**config.mk**
```make
export PLATFORM = sky130hd
export DESIGN_NAME = cap_touch_button_scanner
export DESIGN_NICKNAME = d
export VERILOG_FILES = /design/src/sv/ctbs_pkg.sv /design/src/sv/ctbs_queue.sv /design/src/sv/ctbs_engine.sv /design/src/sv/cap_touch_button_scanner.sv
export SDC_FILE = /design/constraint.sdc
export NUM_CORES = 1
export LEC_CHECK = 0
export ABC_CLOCK_PERIOD_IN_PS = 14900
export BUFFER_PORTS_ARGS = -buffer_cell sky130_fd_sc_hd__buf_4
export CAP_MARGIN = 20
export CORE_ASPECT_RATIO = 1.25
export CORE_MARGIN = 3
export CORE_UTILIZATION = 40
export DETAILED_ROUTE_END_ITERATION = 8
export GPL_ROUTABILITY_DRIVEN = 0
export GPL_TIMING_DRIVEN = 1
export PLACE_DENSITY = 0.63
export SLEW_MARGIN = 30
export SYNTH_ARGS = -nofsm -noshare
export SYNTH_HDL_FRONTEND = slang
export SYNTH_HIERARCHICAL = 1
export SYNTH_SLANG_ARGS = --single-unit
```
**constraint.sdc**
```tcl
create_clock -name clk -period 14.9 [get_ports clk]
set_clock_uncertainty 0.05 [all_clocks]
set_input_delay 0.745 -clock clk [delete_from_list [all_inputs] [get_ports clk]]
set_output_delay 0.745 -clock clk [all_outputs]
set_load 0.01 [all_outputs]
```
**src/sv/ctbs_pkg.sv**
```systemverilog
package ctbs_pkg;

  // Storage is laid out for four sensor channels; NUM_CHANNELS limits which are live.
  localparam int unsigned CH_COUNT     = 4;
  localparam int unsigned NUM_CHANNELS = 4;
  localparam int unsigned FILTER_LEN   = 8;
  localparam int unsigned CH_W         = 2;
  localparam int unsigned DATA_W       = 16;
  localparam int unsigned TICK_W       = 8;
  localparam int unsigned BTN_W        = 3;
  localparam int unsigned CFG_IDX_W    = 3;
  localparam int unsigned QUEUE_DEPTH  = 2;

  localparam logic [BTN_W-1:0] BTN_NONE = 3'd4;
  localparam logic [7:0]       IDLE_MAX = 8'd255;

  localparam logic CMD_POLL = 1'b0;
  localparam logic CMD_READ = 1'b1;

  localparam logic [CFG_IDX_W-1:0] REG_CHANNEL_MASK  = 3'd0;
  localparam logic [CFG_IDX_W-1:0] REG_SENS_0        = 3'd1;
  localparam logic [CFG_IDX_W-1:0] REG_SENS_1        = 3'd2;
  localparam logic [CFG_IDX_W-1:0] REG_SENS_2        = 3'd3;
  localparam logic [CFG_IDX_W-1:0] REG_SENS_3        = 3'd4;
  localparam logic [CFG_IDX_W-1:0] REG_MIN_THRESHOLD = 3'd5;
  localparam logic [CFG_IDX_W-1:0] REG_DEBOUNCE      = 3'd6;

  typedef struct packed {
    logic              is_read;
    logic [DATA_W-1:0] count;
    logic [TICK_W-1:0] tick;
  } item_t;

  typedef struct packed {
    logic [CH_W-1:0]   polled_channel;
    logic [DATA_W-1:0] filtered;
    logic [DATA_W-1:0] level;
    logic              below;
    logic [BTN_W-1:0]  new_press;
    logic [BTN_W-1:0]  held;
    logic [BTN_W-1:0]  button_read;
  } result_t;

endpackage

```
**src/sv/ctbs_queue.sv**
```systemverilog
module ctbs_queue (
  input  logic           clk,
  input  logic           rst_n,
  input  logic           in_valid,
  output logic           in_ready,
  input  logic           in_cmd,
  input  logic [15:0]    in_count,
  input  logic [7:0]     in_tick,
  output logic           q_valid,
  output ctbs_pkg::item_t q_item,
  input  logic           q_pop
);
  import ctbs_pkg::*;

  localparam int unsigned PTR_W = (QUEUE_DEPTH > 1) ? $clog2(QUEUE_DEPTH) : 1;
  localparam int unsigned CNT_W = $clog2(QUEUE_DEPTH + 1);

  item_t            mem_r [QUEUE_DEPTH];
  logic [PTR_W-1:0] wr_ptr_r, wr_ptr_nxt;
  logic [PTR_W-1:0] rd_ptr_r, rd_ptr_nxt;
  logic [CNT_W-1:0] fill_r, fill_nxt;
  logic             push;
  item_t            in_item;

  assign in_ready = (fill_r != CNT_W'(QUEUE_DEPTH));
  assign q_valid  = (fill_r != '0);
  assign q_item   = mem_r[rd_ptr_r];
  assign push     = in_valid && in_ready;

  // Classify the transaction on entry so the back end sees a decoded kind.
  always_comb begin
    in_item.is_read = (in_cmd == CMD_READ);
    in_item.count   = in_count;
    in_item.tick    = in_tick;
  end

  always_comb begin
    wr_ptr_nxt = wr_ptr_r;
    rd_ptr_nxt = rd_ptr_r;
    if (push) begin
      wr_ptr_nxt = (wr_ptr_r == PTR_W'(QUEUE_DEPTH - 1)) ? '0 : wr_ptr_r + 1'b1;
    end
    if (q_pop && q_valid) begin
      rd_ptr_nxt = (rd_ptr_r == PTR_W'(QUEUE_DEPTH - 1)) ? '0 : rd_ptr_r + 1'b1;
    end
    fill_nxt = fill_r;
    if (push && !(q_pop && q_valid)) begin
      fill_nxt = fill_r + 1'b1;
    end else if (!push && q_pop && q_valid) begin
      fill_nxt = fill_r - 1'b1;
    end
  end

  always_ff @(posedge clk) begin
    if (!rst_n) begin
      wr_ptr_r <= '0;
      rd_ptr_r <= '0;
      fill_r   <= '0;
    end else begin
      wr_ptr_r <= wr_ptr_nxt;
      rd_ptr_r <= rd_ptr_nxt;
      fill_r   <= fill_nxt;
    end
  end

  always_ff @(posedge clk) begin
    if (push) begin
      mem_r[wr_ptr_r] <= in_item;
    end
  end

endmodule

```
**src/sv/ctbs_engine.sv**
```systemverilog
module ctbs_engine (
  input  logic                              clk,
  input  logic                              rst_n,
  input  logic                              q_valid,
  input  ctbs_pkg::item_t                   q_item,
  output logic                              q_pop,
  input  logic                              cfg_valid,
  output logic                              cfg_ready,
  input  logic [ctbs_pkg::CFG_IDX_W-1:0]    cfg_index,
  input  logic [ctbs_pkg::DATA_W-1:0]       cfg_data,
  output logic                              res_valid,
  input  logic                              res_ready,
  output ctbs_pkg::result_t                 res
);
  import ctbs_pkg::*;

  // Exact reciprocal for truncating a 16-bit magnitude by FILTER_LEN.
  localparam int unsigned FILTER_SHIFT = DATA_W + $clog2(FILTER_LEN);
  localparam int unsigned FILTER_RECIP =
    ((1 << FILTER_SHIFT) + FILTER_LEN - 1) / FILTER_LEN;
  localparam int unsigned RECIP_W = FILTER_SHIFT + 1;
  localparam int unsigned PROD_W  = DATA_W + RECIP_W;
  localparam logic [CH_COUNT-1:0] LIVE_LIMIT = CH_COUNT'((1 << NUM_CHANNELS) - 1);

  function automatic logic [CH_W-1:0] lowest_enabled(input logic [CH_COUNT-1:0] m);
    logic [CH_W-1:0] r;
    r = '0;
    for (int c = CH_COUNT - 1; c >= 0; c--) begin
      if (m[c]) r = CH_W'(c);
    end
    return r;
  endfunction

  function automatic logic [CH_W-1:0] next_enabled(input logic [CH_W-1:0] from,
                                                   input logic [CH_COUNT-1:0] m);
    logic [CH_W-1:0] r;
    logic            found;
    r     = lowest_enabled(m);
    found = 1'b0;
    for (int c = 0; c < CH_COUNT; c++) begin
      if (!found && (CH_W'(c) > from) && m[c]) begin
        r     = CH_W'(c);
        found = 1'b1;
      end
    end
    return r;
  endfunction

  function automatic logic [CH_COUNT-1:0] live_of(input logic [CH_COUNT-1:0] mask);
    logic [CH_COUNT-1:0] m;
    m = mask & LIVE_LIMIT;
    return (m == '0) ? CH_COUNT'(1) : m;
  endfunction

  // Configuration registers.
  logic [CH_COUNT-1:0] mask_r, mask_nxt;
  logic [7:0]          sens_r [CH_COUNT];
  logic [7:0]          sens_nxt [CH_COUNT];
  logic [DATA_W-1:0]   min_thr_r, min_thr_nxt;
  logic [7:0]          debounce_r, debounce_nxt;

  // Scanner state.
  logic [CH_W-1:0]     cur_ch_r, cur_ch_nxt;
  logic [DATA_W-1:0]   avg_r [CH_COUNT];
  logic [DATA_W-1:0]   avg_nxt [CH_COUNT];
  logic [DATA_W-1:0]   base_r [CH_COUNT];
  logic [DATA_W-1:0]   base_nxt [CH_COUNT];
  logic [DATA_W-1:0]   bin_r [CH_COUNT][2];
  logic [DATA_W-1:0]   bin_nxt [CH_COUNT][2];
  logic                act_bin_r, act_bin_nxt;
  logic [TICK_W-1:0]   last_tick_r, last_tick_nxt;
  logic [7:0]          idle_r, idle_nxt;
  logic [BTN_W-1:0]    holding_r, holding_nxt;
  logic [BTN_W-1:0]    latched_r, latched_nxt;

  logic                res_valid_r, res_valid_nxt;
  result_t             res_r, res_nxt;

  // Poll datapath.
  logic [CH_W-1:0]     ch;
  logic [CH_COUNT-1:0] live;
  logic [DATA_W-1:0]   lvl;
  logic [DATA_W-1:0]   sens_ch;
  logic [DATA_W-1:0]   thr;
  logic [DATA_W:0]     diff;
  logic [DATA_W-1:0]   mag;
  logic [PROD_W-1:0]   prod;
  logic [DATA_W-1:0]   quo;
  logic [DATA_W-1:0]   filt;
  logic                below;
  logic [DATA_W-1:0]   lvl_less;

  assign cfg_ready = 1'b1;
  assign q_pop     = q_valid && (!res_valid_r || res_ready);
  assign res_valid = res_valid_r;
  assign res       = res_r;

  assign ch       = cur_ch_r;
  assign live     = live_of(mask_r);
  assign lvl      = base_r[ch];
  assign sens_ch  = DATA_W'(sens_r[ch]);
  assign lvl_less = lvl - sens_ch;
  assign thr      = ((lvl > sens_ch) && (lvl_less >= min_thr_r)) ? lvl_less : min_thr_r;
  assign diff     = {1'b0, q_item.count} - {1'b0, avg_r[ch]};
  assign mag      = diff[DATA_W] ? DATA_W'(-diff) : diff[DATA_W-1:0];
  assign prod     = PROD_W'(mag) * PROD_W'(FILTER_RECIP);
  assign quo      = prod[FILTER_SHIFT +: DATA_W];
  assign filt     = diff[DATA_W] ? avg_r[ch] - quo : avg_r[ch] + quo;
  assign below    = (filt < thr);

  always_comb begin
    logic [DATA_W-1:0] bin_upd [CH_COUNT][2];
    logic              new_bin;
    logic [BTN_W-1:0]  press;

    mask_nxt      = mask_r;
    sens_nxt      = sens_r;
    min_thr_nxt   = min_thr_r;
    debounce_nxt  = debounce_r;
    cur_ch_nxt    = cur_ch_r;
    avg_nxt       = avg_r;
    base_nxt      = base_r;
    bin_nxt       = bin_r;
    act_bin_nxt   = act_bin_r;
    last_tick_nxt = last_tick_r;
    idle_nxt      = idle_r;
    holding_nxt   = holding_r;
    latched_nxt   = latched_r;
    res_nxt       = res_r;
    bin_upd       = bin_r;
    new_bin       = ~act_bin_r;
    press         = BTN_NONE;

    if (q_pop) begin
      if (q_item.is_read) begin
        res_nxt.polled_channel = '0;
        res_nxt.filtered       = '0;
        res_nxt.level          = '0;
        res_nxt.below          = 1'b0;
        res_nxt.new_press      = BTN_NONE;
        res_nxt.held           = holding_r;
        res_nxt.button_read    = latched_r;
        latched_nxt            = BTN_NONE;
      end else begin
        avg_nxt[ch] = filt;

        if (below) begin
          if (latched_r == BTN_NONE && holding_r == BTN_NONE && idle_r > debounce_r) begin
            latched_nxt = BTN_W'(ch);
            holding_nxt = BTN_W'(ch);
            idle_nxt    = '0;
            press       = BTN_W'(ch);
          end
        end else begin
          if (holding_r == BTN_W'(ch)) begin
            holding_nxt = BTN_NONE;
          end
          if ((holding_r == BTN_W'(ch) || holding_r == BTN_NONE) && idle_r < IDLE_MAX) begin
            idle_nxt = idle_r + 1'b1;
          end
        end

        if (filt > bin_r[ch][act_bin_r]) begin
          bin_upd[ch][act_bin_r] = filt;
        end
        bin_nxt = bin_upd;

        // A tick change flips the bins: baseline takes the max of both,
        // and the newly active bin restarts from the current average.
        if (q_item.tick != last_tick_r) begin
          act_bin_nxt   = new_bin;
          last_tick_nxt = q_item.tick;
          for (int c = 0; c < CH_COUNT; c++) begin
            if (live[c]) begin
              base_nxt[c] = (bin_upd[c][0] > bin_upd[c][1]) ? bin_upd[c][0] : bin_upd[c][1];
              bin_nxt[c][new_bin] = avg_nxt[c];
            end
          end
        end

        cur_ch_nxt = next_enabled(ch, live);

        res_nxt.polled_channel = ch;
        res_nxt.filtered       = filt;
        res_nxt.level          = lvl;
        res_nxt.below          = below;
        res_nxt.new_press      = press;
        res_nxt.held           = holding_nxt;
        res_nxt.button_read    = BTN_NONE;
      end
    end

    if (cfg_valid) begin
      unique case (cfg_index)
        REG_CHANNEL_MASK: begin
          mask_nxt   = cfg_data[CH_COUNT-1:0];
          cur_ch_nxt = lowest_enabled(live_of(cfg_data[CH_COUNT-1:0]));
        end
        REG_SENS_0:        sens_nxt[0]  = cfg_data[7:0];
        REG_SENS_1:        sens_nxt[1]  = cfg_data[7:0];
        REG_SENS_2:        sens_nxt[2]  = cfg_data[7:0];
        REG_SENS_3:        sens_nxt[3]  = cfg_data[7:0];
        REG_MIN_THRESHOLD: min_thr_nxt  = cfg_data;
        REG_DEBOUNCE:      debounce_nxt = cfg_data[7:0];
        default: ;
      endcase
    end

    if (q_pop) begin
      res_valid_nxt = 1'b1;
    end else if (res_ready) begin
      res_valid_nxt = 1'b0;
    end else begin
      res_valid_nxt = res_valid_r;
    end
  end

  always_ff @(posedge clk) begin
    if (!rst_n) begin
      mask_r      <= '1;
      min_thr_r   <= DATA_W'(16);
      debounce_r  <= 8'd10;
      cur_ch_r    <= lowest_enabled(live_of('1));
      act_bin_r   <= 1'b0;
      last_tick_r <= '0;
      idle_r      <= IDLE_MAX;
      holding_r   <= BTN_NONE;
      latched_r   <= BTN_NONE;
      res_valid_r <= 1'b0;
      for (int c = 0; c < CH_COUNT; c++) begin
        sens_r[c]    <= '0;
        avg_r[c]     <= '0;
        base_r[c]    <= '0;
        bin_r[c][0]  <= '0;
        bin_r[c][1]  <= '0;
      end
    end else begin
      mask_r      <= mask_nxt;
      min_thr_r   <= min_thr_nxt;
      debounce_r  <= debounce_nxt;
      cur_ch_r    <= cur_ch_nxt;
      act_bin_r   <= act_bin_nxt;
      last_tick_r <= last_tick_nxt;
      idle_r      <= idle_nxt;
      holding_r   <= holding_nxt;
      latched_r   <= latched_nxt;
      res_valid_r <= res_valid_nxt;
      sens_r      <= sens_nxt;
      avg_r       <= avg_nxt;
      base_r      <= base_nxt;
      bin_r       <= bin_nxt;
    end
  end

  always_ff @(posedge clk) begin
    res_r <= res_nxt;
  end

endmodule

```
**src/sv/cap_touch_button_scanner.sv**
```systemverilog
// Capacitive touch button scanner for up to four sensor channels. Every transaction
// on the input channel yields exactly one result: a poll (cmd 0) filters the count of
// the channel currently being scanned, checks it against that channel's baseline,
// tracks press, hold and debounce, rolls the max bins when the tick changes and then
// moves on to the next enabled channel; a read (cmd 1) returns the latched button and
// clears it. Inputs land in a two-entry queue and the back end updates all state from
// the queue head, so one item is taken per clock in steady state while the output is
// not stalled; each result is registered on the output as its item is taken. The queue
// lets input keep flowing for two items while the output is stalled. Configuration
// is to be written through the cfg port while no item is in flight, which the block
// does not enforce; writing the channel mask restarts the scan at the lowest enabled channel.
module cap_touch_button_scanner (
  input  logic                           clk,
  input  logic                           rst_n,
  input  logic                           in_valid,
  output logic                           in_ready,
  input  logic                           in_cmd,
  input  logic [15:0]                    in_count,
  input  logic [7:0]                     in_tick,
  output logic                           out_valid,
  input  logic                           out_ready,
  output logic [1:0]                     out_polled_channel,
  output logic [15:0]                    out_filtered,
  output logic [15:0]                    out_level,
  output logic                           out_below,
  output logic [2:0]                     out_new_press,
  output logic [2:0]                     out_held,
  output logic [2:0]                     out_button_read,
  input  logic                           cfg_valid,
  output logic                           cfg_ready,
  input  logic [ctbs_pkg::CFG_IDX_W-1:0] cfg_index,
  input  logic [15:0]                    cfg_data
);
  import ctbs_pkg::*;

  logic    q_valid;
  logic    q_pop;
  item_t   q_item;
  result_t res;

  ctbs_queue u_queue (
    .clk      (clk),
    .rst_n    (rst_n),
    .in_valid (in_valid),
    .in_ready (in_ready),
    .in_cmd   (in_cmd),
    .in_count (in_count),
    .in_tick  (in_tick),
    .q_valid  (q_valid),
    .q_item   (q_item),
    .q_pop    (q_pop)
  );

  ctbs_engine u_engine (
    .clk       (clk),
    .rst_n     (rst_n),
    .q_valid   (q_valid),
    .q_item    (q_item),
    .q_pop     (q_pop),
    .cfg_valid (cfg_valid),
    .cfg_ready (cfg_ready),
    .cfg_index (cfg_index),
    .cfg_data  (cfg_data),
    .res_valid (out_valid),
    .res_ready (out_ready),
    .res       (res)
  );

  assign out_polled_channel = res.polled_channel;
  assign out_filtered       = res.filtered;
  assign out_level          = res.level;
  assign out_below          = res.below;
  assign out_new_press      = res.new_press;
  assign out_held           = res.held;
  assign out_button_read    = res.button_read;

endmodule

```
## Word-level counts from Yosys, hierarchy flattened

Memory sizes are Yosys's and may differ from the RTL's. A register that Yosys moved wholly into a read port is not among the register bits.
Cells that the tools add are included.

- Magnitude comparators: 20
- Reduce and logical (&&, ||, !) cells: 54
- Equality and inequality tests: 12
- Shifts and indexed selects: 0
- Bitwise logic cells: 7
- Div/mod/pow operators: 0
- $add $sub $neg: 10
- $mul: 0
- Muxes and demuxes: 92

Operators with widths:

| operator | number |
|---|---|
| 128-bit two-way mux | 4 |
| 16-bit two-way mux | 17 |
| 32-bit two-way mux | 7 |
| 128-bit bitwise mux | 1 |
| 32-bit bitwise mux | 4 |
| 16-bit > comparator | 5 |
| 16-bit binary-select mux with 2-bit select | 2 |
| 32-bit binary-select mux with 2-bit select | 1 |
| 64-bit bitwise mux | 1 |
| 32-bit demux with 2-bit select | 1 |
| 8-bit two-way mux | 5 |
| 2-bit two-way mux | 18 |
| 16-bit demux with 1-bit select | 2 |
| 16-bit demux with 2-bit select | 1 |
| 3-bit two-way mux | 7 |
| 1-bit logical AND | 20 |
| 4-bit AND reduction | 5 |
| 1-bit two-way mux | 17 |
| 16-bit by 16-bit subtractor with 17-bit output | 1 |
| 16-bit by 13-bit adder with 16-bit output | 1 |
| 8-bit binary-select mux with 2-bit select | 1 |
| 16-bit greater-or-equal comparator | 1 |
| 16-bit by 8-bit > comparator with 1-bit output | 1 |
| 16-bit less-than comparator | 1 |
| other kinds (35) | 71 |

- Output and inout bits: 47
- Memories: 1
- Bits of input ports: 49
- RAM bits: 50
- Bits in latches: 0
- Bits in read-only memories: 0
- Logic and storage cells: 237
- Bits in registers: 390

Memories:

| name | words | width | rd ports | clocked after Yosys merged registers in | wr ports | line | source |
|---|---|---|---|---|---|---|---|
| u_queue.mem_r | 2 | 25 | 1 | 1 | 1 | ctbs_queue.sv:18 | `item_t mem_r [QUEUE_DEPTH];` |

## Logic depth before layout (Yosys ltp)

- Word-level depth: 26
- Gate-level depth with buffers: 57
- Mapped depth without buffers: 48

## Modules after synthesis

Netlist, hierarchy kept.

By module, submodules not included:

| module | cells each | instances | sequential area each (sq um) | area each (sq um) |
|---|---|---|---|---|
| ctbs_engine | 2,860 | 1 | 8,167.8 | 25,295.5 |
| ctbs_queue | 106 | 1 | 1,601.5 | 2,050.7 |

## Least setup slack after synthesis

Ideal clock, no wire load.

- Path kind: reg-to-reg
- Start: register u_engine.cur_ch_r[0], in the netlist u_engine/ch[0]
- End: register u_engine/base_r[10] in the netlist's numbering
- Clock period less this slack: 12.160 ns
- Cell stages (with the launch flop): 57
- Path slack: 2.740 ns
- Data required time: 14.709 ns
- Setup time: 0.141 ns
- Data arrival time: 11.969 ns
- Buffers on the path: 11
- Cell sequence: dfxtp_1 buf_6 clkbuf_1 clkbuf_1 buf_1 clkbuf_1 clkbuf_1 mux4_2 inv_1 ha_1 buf_2 and3_1 nand2_1 nor2_1 a21oi_1 o31a_1 nor2b_1 xnor2_1 [21 not listed] nor3_1 a311o_1 a31oi_1 nor4_1 buf_4 buf_2 mux2i_1 ha_1 nor2b_1 o21a_1 o21a_1 o211ai_1 a211oi_1 o31ai_1 inv_1 nand2_1 clkbuf_1 o221ai_1

- Word-level cells in the longest chain between the ends: 15
- Elaborated cells between the ends (all ways): 28
- Those cells by class: add/sub: 4; order compare: 4; mux: 18; bitwise: 1; reduce/logical: 1

Ends and longest elaborated chain:

| item | line | source |
|---|---|---|
| from (decl) | ctbs_engine.sv:63 | `logic [CH_W-1:0] cur_ch_r, cur_ch_nxt;` |
| from (signal assigned) | ctbs_engine.sv:223 | `cur_ch_r <= lowest_enabled(live_of('1));` |
| from (signal assigned) | ctbs_engine.sv:241 | `cur_ch_r <= cur_ch_nxt;` |
| 2-bit inverter with 3-bit output (not written as such) * | ctbs_engine.sv:104, ctbs_engine.sv:108 |  |
| 16-bit binary-select mux with 2-bit select * | ctbs_engine.sv:104, ctbs_engine.sv:108 |  |
| 16-bit two-way mux (not written as such) * (2 in a row) | ctbs_engine.sv:104, ctbs_engine.sv:108 |  |
| 16-bit by 16-bit subtractor with 17-bit output | ctbs_engine.sv:104 | `assign diff = {1'b0, q_item.count} - {1'b0, avg_r[ch]};` |
| 16-bit negation | ctbs_engine.sv:105 | `assign mag = diff[DATA_W] ? DATA_W'(-diff) : diff[DATA_W-1:0];` |
| 16-bit two-way mux | ctbs_engine.sv:105 |  |
| 16-bit by 13-bit adder with 16-bit output / 16-bit by 13-bit subtractor with 16-bit output (equally long branches) | ctbs_engine.sv:108 | `assign filt = diff[DATA_W] ? avg_r[ch] - quo : avg_r[ch] + quo;` |
| 16-bit two-way mux * | ctbs_engine.sv:108 |  |
| via u_engine.filt[15] | ctbs_engine.sv:89 | `logic [DATA_W-1:0] filt;` |
| 16-bit > comparator / 128-bit bitwise mux (equally long branches) | ctbs_engine.sv:163, ctbs_engine.sv:164 |  |
| 128-bit two-way mux * | ctbs_engine.sv:163 | `if (filt > bin_r[ch][act_bin_r]) begin` |
| 128-bit two-way mux * | ctbs_engine.sv:135 | `if (q_item.is_read) begin` |
| 128-bit two-way mux * | ctbs_engine.sv:134 | `if (q_pop) begin` |
| 16-bit > comparator | ctbs_engine.sv:175 | `base_nxt[c] = (bin_upd[c][0] > bin_upd[c][1]) ? bin_upd[c][0] : bin_upd[c][1];` |
| 16-bit two-way mux * | ctbs_engine.sv:175 |  |
| to (signal assigned) | ctbs_engine.sv:250 | `base_r <= base_nxt;` |
| to (decl) | ctbs_engine.sv:66 | `logic [DATA_W-1:0] base_r [CH_COUNT];` |

Mark *: on every way through the listed nets, which the timed path passes. The rest lies on a longest branch. The select of a mux whose other input is x is not followed.
A chain may end at the register's enable or synchronous reset.

## Worst setup path in the final report

- Start: register u_engine.cur_ch_r[0], in the netlist u_engine/ch[0]
- End: register u_engine/base_r[54] in the netlist's numbering

- Word-level cells in the longest chain between the ends: 15
- Elaborated cells between the ends (all ways): 28
- Those cells by class: add/sub: 4; order compare: 4; mux: 18; bitwise: 1; reduce/logical: 1

Ends and longest elaborated chain:

| item | line |
|---|---|
| 2-bit inverter with 3-bit output (not written as such) * | -- |
| 16-bit binary-select mux with 2-bit select | ctbs_engine.sv:104, ctbs_engine.sv:108 |
| 16-bit two-way mux (not written as such) (2 in a row) | ctbs_engine.sv:104, ctbs_engine.sv:108 |
| 16-bit by 16-bit subtractor with 17-bit output | ctbs_engine.sv:104 |
| 16-bit negation | ctbs_engine.sv:105 |
| 16-bit two-way mux | ctbs_engine.sv:105 |
| 16-bit by 13-bit adder with 16-bit output / 16-bit by 13-bit subtractor with 16-bit output (equally long branches) | ctbs_engine.sv:108 |
| 16-bit two-way mux | ctbs_engine.sv:108 |
| 16-bit > comparator / 128-bit bitwise mux (equally long branches) | ctbs_engine.sv:163, ctbs_engine.sv:164 |
| 128-bit two-way mux * | ctbs_engine.sv:163 |
| 128-bit two-way mux * | ctbs_engine.sv:135 |
| 128-bit two-way mux * | ctbs_engine.sv:134 |
| 16-bit > comparator | ctbs_engine.sv:175 |
| 16-bit two-way mux * | ctbs_engine.sv:175 |

Mark *: on every way between the ends. The rest lies on a longest branch, timed or not. The select of a mux whose other input is x is not followed.

==> flow_summary.ini <==
[run_status]
status = complete, no violations

[global_route]
grtUsageMet3_pct = 6.627
busiest_layer = met2
antenna_found_initial = 3
grtUsageMet1_pct = 32.33
gr-usage-all-layers_pct = 28.27
grt_first_pass_wirelength_um = 152900
grt_pass1_vias = 24080
overflow = 0
met2_usage_pct = 44.74
grt_max_degree = 260

[floorplan]
initial_utilization_pct = 40.67
ios = 96
die_w_um = 239.9
core_sq_um = 67240
die_h_um = 298.3
row_count = 106
fp.dieArea_sq_um = 71560

[clocking]
cts_buffer_depth = 3
ctsHoldBuffers = 0
clock_sinks = 441
post_cts_resized = 0
clk_pin_slew_ps = 70
cts_setup_buffers = 0
cts_htree_levels = 2
insertion_delay_ps = 610
cts_tree = yes
cts_buffers = 45
cts-root-buf = clkbuf_16

[timing]
worstMarginPinSlew_ps = 1124
final.setup.tns_ps = 0
rsz0062_at_grt = no
max_freq_mhz = 73.17
finalWorstPathRequiredPeriod_ps = 13670
final_max_slew_viol_count = 0
finalHoldViolCount = 0
setup_viol = 0
relSlewSlack_pct = 24.93
layout_worst_path_cycle_share_pct = 91.72

[yosys]
synth_compound_area_share_pct = 18.33
syn_inst = 2966
synth_xor_area_share_pct = 2.050
synth_cell_types = 80
synth_top_family_by_area = compound AO/OA/AOI/OAI gates
synth_seq_cells = 441
yosysSeqAreaShare_pct = 35.72
synth_edf_count = 94
synthMuxAreaShare_pct = 14.71
synthesis.area_sq_um = 27350
synth_warnings = 6
avgSynthCellArea_sq_um = 9.220
synthFlopType = dfxtp_1
synth-async-reset-ratio_pct = 0
synth-simple-area-share_pct = 16.99
syn-num-nets = 3176
synth_fa_ha_area_share_pct = 7.449

[setup_path]
cp_max_fo = 34
r2r_slack_ps = 1230
cp-start-kind = flop
r2r-start = u_engine/ch[0]
cp-startpoint = u_engine/ch[0]
cp-endpoint = u_engine/base_r[54]
critPathArrivalTime_ps = 14050
critPathCaptureType = flop
max_stage_delay_ps = 780
reg2reg_depth = 42
crit_required_ps = 15280
crit_slowest_cell = dfxtp_4
critPathKind = reg2reg
crit_top_cell = ha_1
reg2reg_to = u_engine/base_r[54]

[route]
drt-pass1-iter-count = 8
dr.first_iter.drc_count = 2655
vias = 24810
totalWireLength_um = 104000
antenna_left = 0
drc = 0
avgViaCountPerCell = 6.405
wl_per_cell_um = 26.84

[power_and_ir_drop]
p_leak_nw = 12.14
vdd_drop_max_mv = 0.1718
power_density_nw_per_um2 = 220.4

[run]
cap_violations = 0

[finish]
mostFrequentLayoutCell = nand2_1
layout_common_cells = nand2_1 (419), dfxtp_1 (345), mux2i_1 (193)
fin_util_pct = 45.31
instances_no_fill = 3874
syn_to_final_growth_pct = 11.42
nNetsFinal = 3182
drive_gt1_share_pct = 12.10

[hold_path]
hold_path.class = in2reg
hold_start = in_count[2]

[placement]
place_inst = 3787
io_buffers = 94
dpl.hpwl_um = 73260
cell families after synthesis:
| group | Yosys count |
|---|---|
| buf+inv | 327 |
| other cells | 1 |
| mux | 307 |
| xor+xnor | 64 |
| simple gates | 969 |
| fa+ha+maj | 161 |
| compound gates | 696 |
| flops | 441 |
power breakdown:
| part | total, mW | internal, mW | switching [mW] | leakage, nW |
|---|---|---|---|---|
| sequential | 1.48 | 1.37 | 0.108 | 3.70 |
| clock | 1.16 | 0.639 | 0.518 | 0.711 |
| combinational | 4.08 | 1.40 | 2.68 | 7.73 |
| total | 6.72 | 3.41 | 3.30 | 12.1 |
worst min-delay path by stage:
stage | end | cells after the start
floorplan | u_engine/base_r[47] | 2
global placement | u_engine/base_r[62] | 2
detailed placement | u_engine/base_r[62] | 2
CTS | u_queue/mem_r[0][10] | 1
global route | u_queue/mem_r[0][9] | 1
finish | u_queue/mem_r[0][10] | 1
synthesized netlist by cell type, types with 5 or more instances:
master | instances | share of area (%)
nor2b_1 | 45 | 1.0
ha_1 | 158 | 7.2
o221ai_1 | 138 | 4.4
a21oi_1 | 111 | 2.0
nor3b_1 | 10 | 0.27
edfxtp_1 | 94 | 10
a31oi_1 | 21 | 0.48
o211ai_1 | 21 | 0.58
xnor2_1 | 37 | 1.2
o21ai_0 | 106 | 1.9
buf_4 | 5 | 0.14
mux2i_1 | 195 | 7.1
clkbuf_1 | 147 | 2.0
xor2_1 | 27 | 0.86
dfxtp_1 | 347 | 25
nand2_1 | 420 | 5.8
or3_1 | 13 | 0.30
a221oi_1 | 6 | 0.19
and3_1 | 33 | 0.75
o21a_1 | 17 | 0.47
or2_2 | 14 | 0.32
o22ai_1 | 7 | 0.16
buf_2 | 19 | 0.35
nor3_1 | 43 | 0.79
a21o_1 | 37 | 1.0
o211a_1 | 40 | 1.5
mux2_1 | 25 | 1.0
a211oi_1 | 24 | 0.66
nand4_1 | 27 | 0.62
o31ai_1 | 10 | 0.27
nor4_1 | 15 | 0.34
inv_1 | 133 | 1.8
nand3_1 | 67 | 1.2
a22oi_1 | 13 | 0.36
buf_1 | 18 | 0.25
nor2_1 | 105 | 1.4
mux2_2 | 15 | 0.62
a2111oi_0 | 6 | 0.19
a22o_1 | 8 | 0.26
and2_1 | 139 | 3.2
mux4_2 | 72 | 5.9
nand2b_1 | 23 | 0.53
a21boi_0 | 77 | 2.1
o21ai_1 | 5 | 0.091
o31a_1 | 11 | 0.35
metrics by stage:
stage               worst slack (ps)  area [sq um]  hold WS [ps]  power (mW)
floorplan                       2740         27350         365.0       4.005
finish                          1233         30470         272.0       6.716
global route                   578.1         30470         252.8       7.034
global placement                1922         28910         386.4       5.317
CTS                             1555         30380         240.7       6.547
detailed placement              1670         28920         396.6       5.379
layer usage:
layer | part of all wire, % | vias to the layer above
li1 | - | 10880
met1 | 35 | 11900
met2 | 44 | 1554
met3 | 10 | 480
met4 | 10 | 0
met5 | 0 | -
registers in the layout, indices dropped and copies added (netlist names), 8 cells and up, named ones only:
name and count:
u_engine/min_thr_r 16, u_engine/avg_r 64, u_engine/bin_r 128, u_queue/mem_r 50, u_engine/idle_r 8, u_engine/sens_r 32, u_engine/last_tick_r 8, u_engine/base_r 64
u_engine/res 44, u_engine/debounce_r 8
cell type report:
class	instances	area [sq um]
antenna	1	2.502
clock buffer	58	1229
clock inverter	26	227.7
fill	6365	36770
inverter	135	506.7
multi-input combinational	2198	16460
sequential	441	9777
tap	864	1081
timing repair buffer	151	1190
worst max-delay path, delay by kind of cell, from the launching register on:
kind | cells | cell delay (ps)
buffers and inverters | 4 | 1000
AOI/OAI and AO/OA | 14 | 4090
DFF | 1 | 780
muxes | 4 | 1780
and+or+nand+nor | 14 | 3980
xor gates and xnor gates | 1 | 140
adders and majority gates | 5 | 1600
Power figures use the tool's default switching activity.
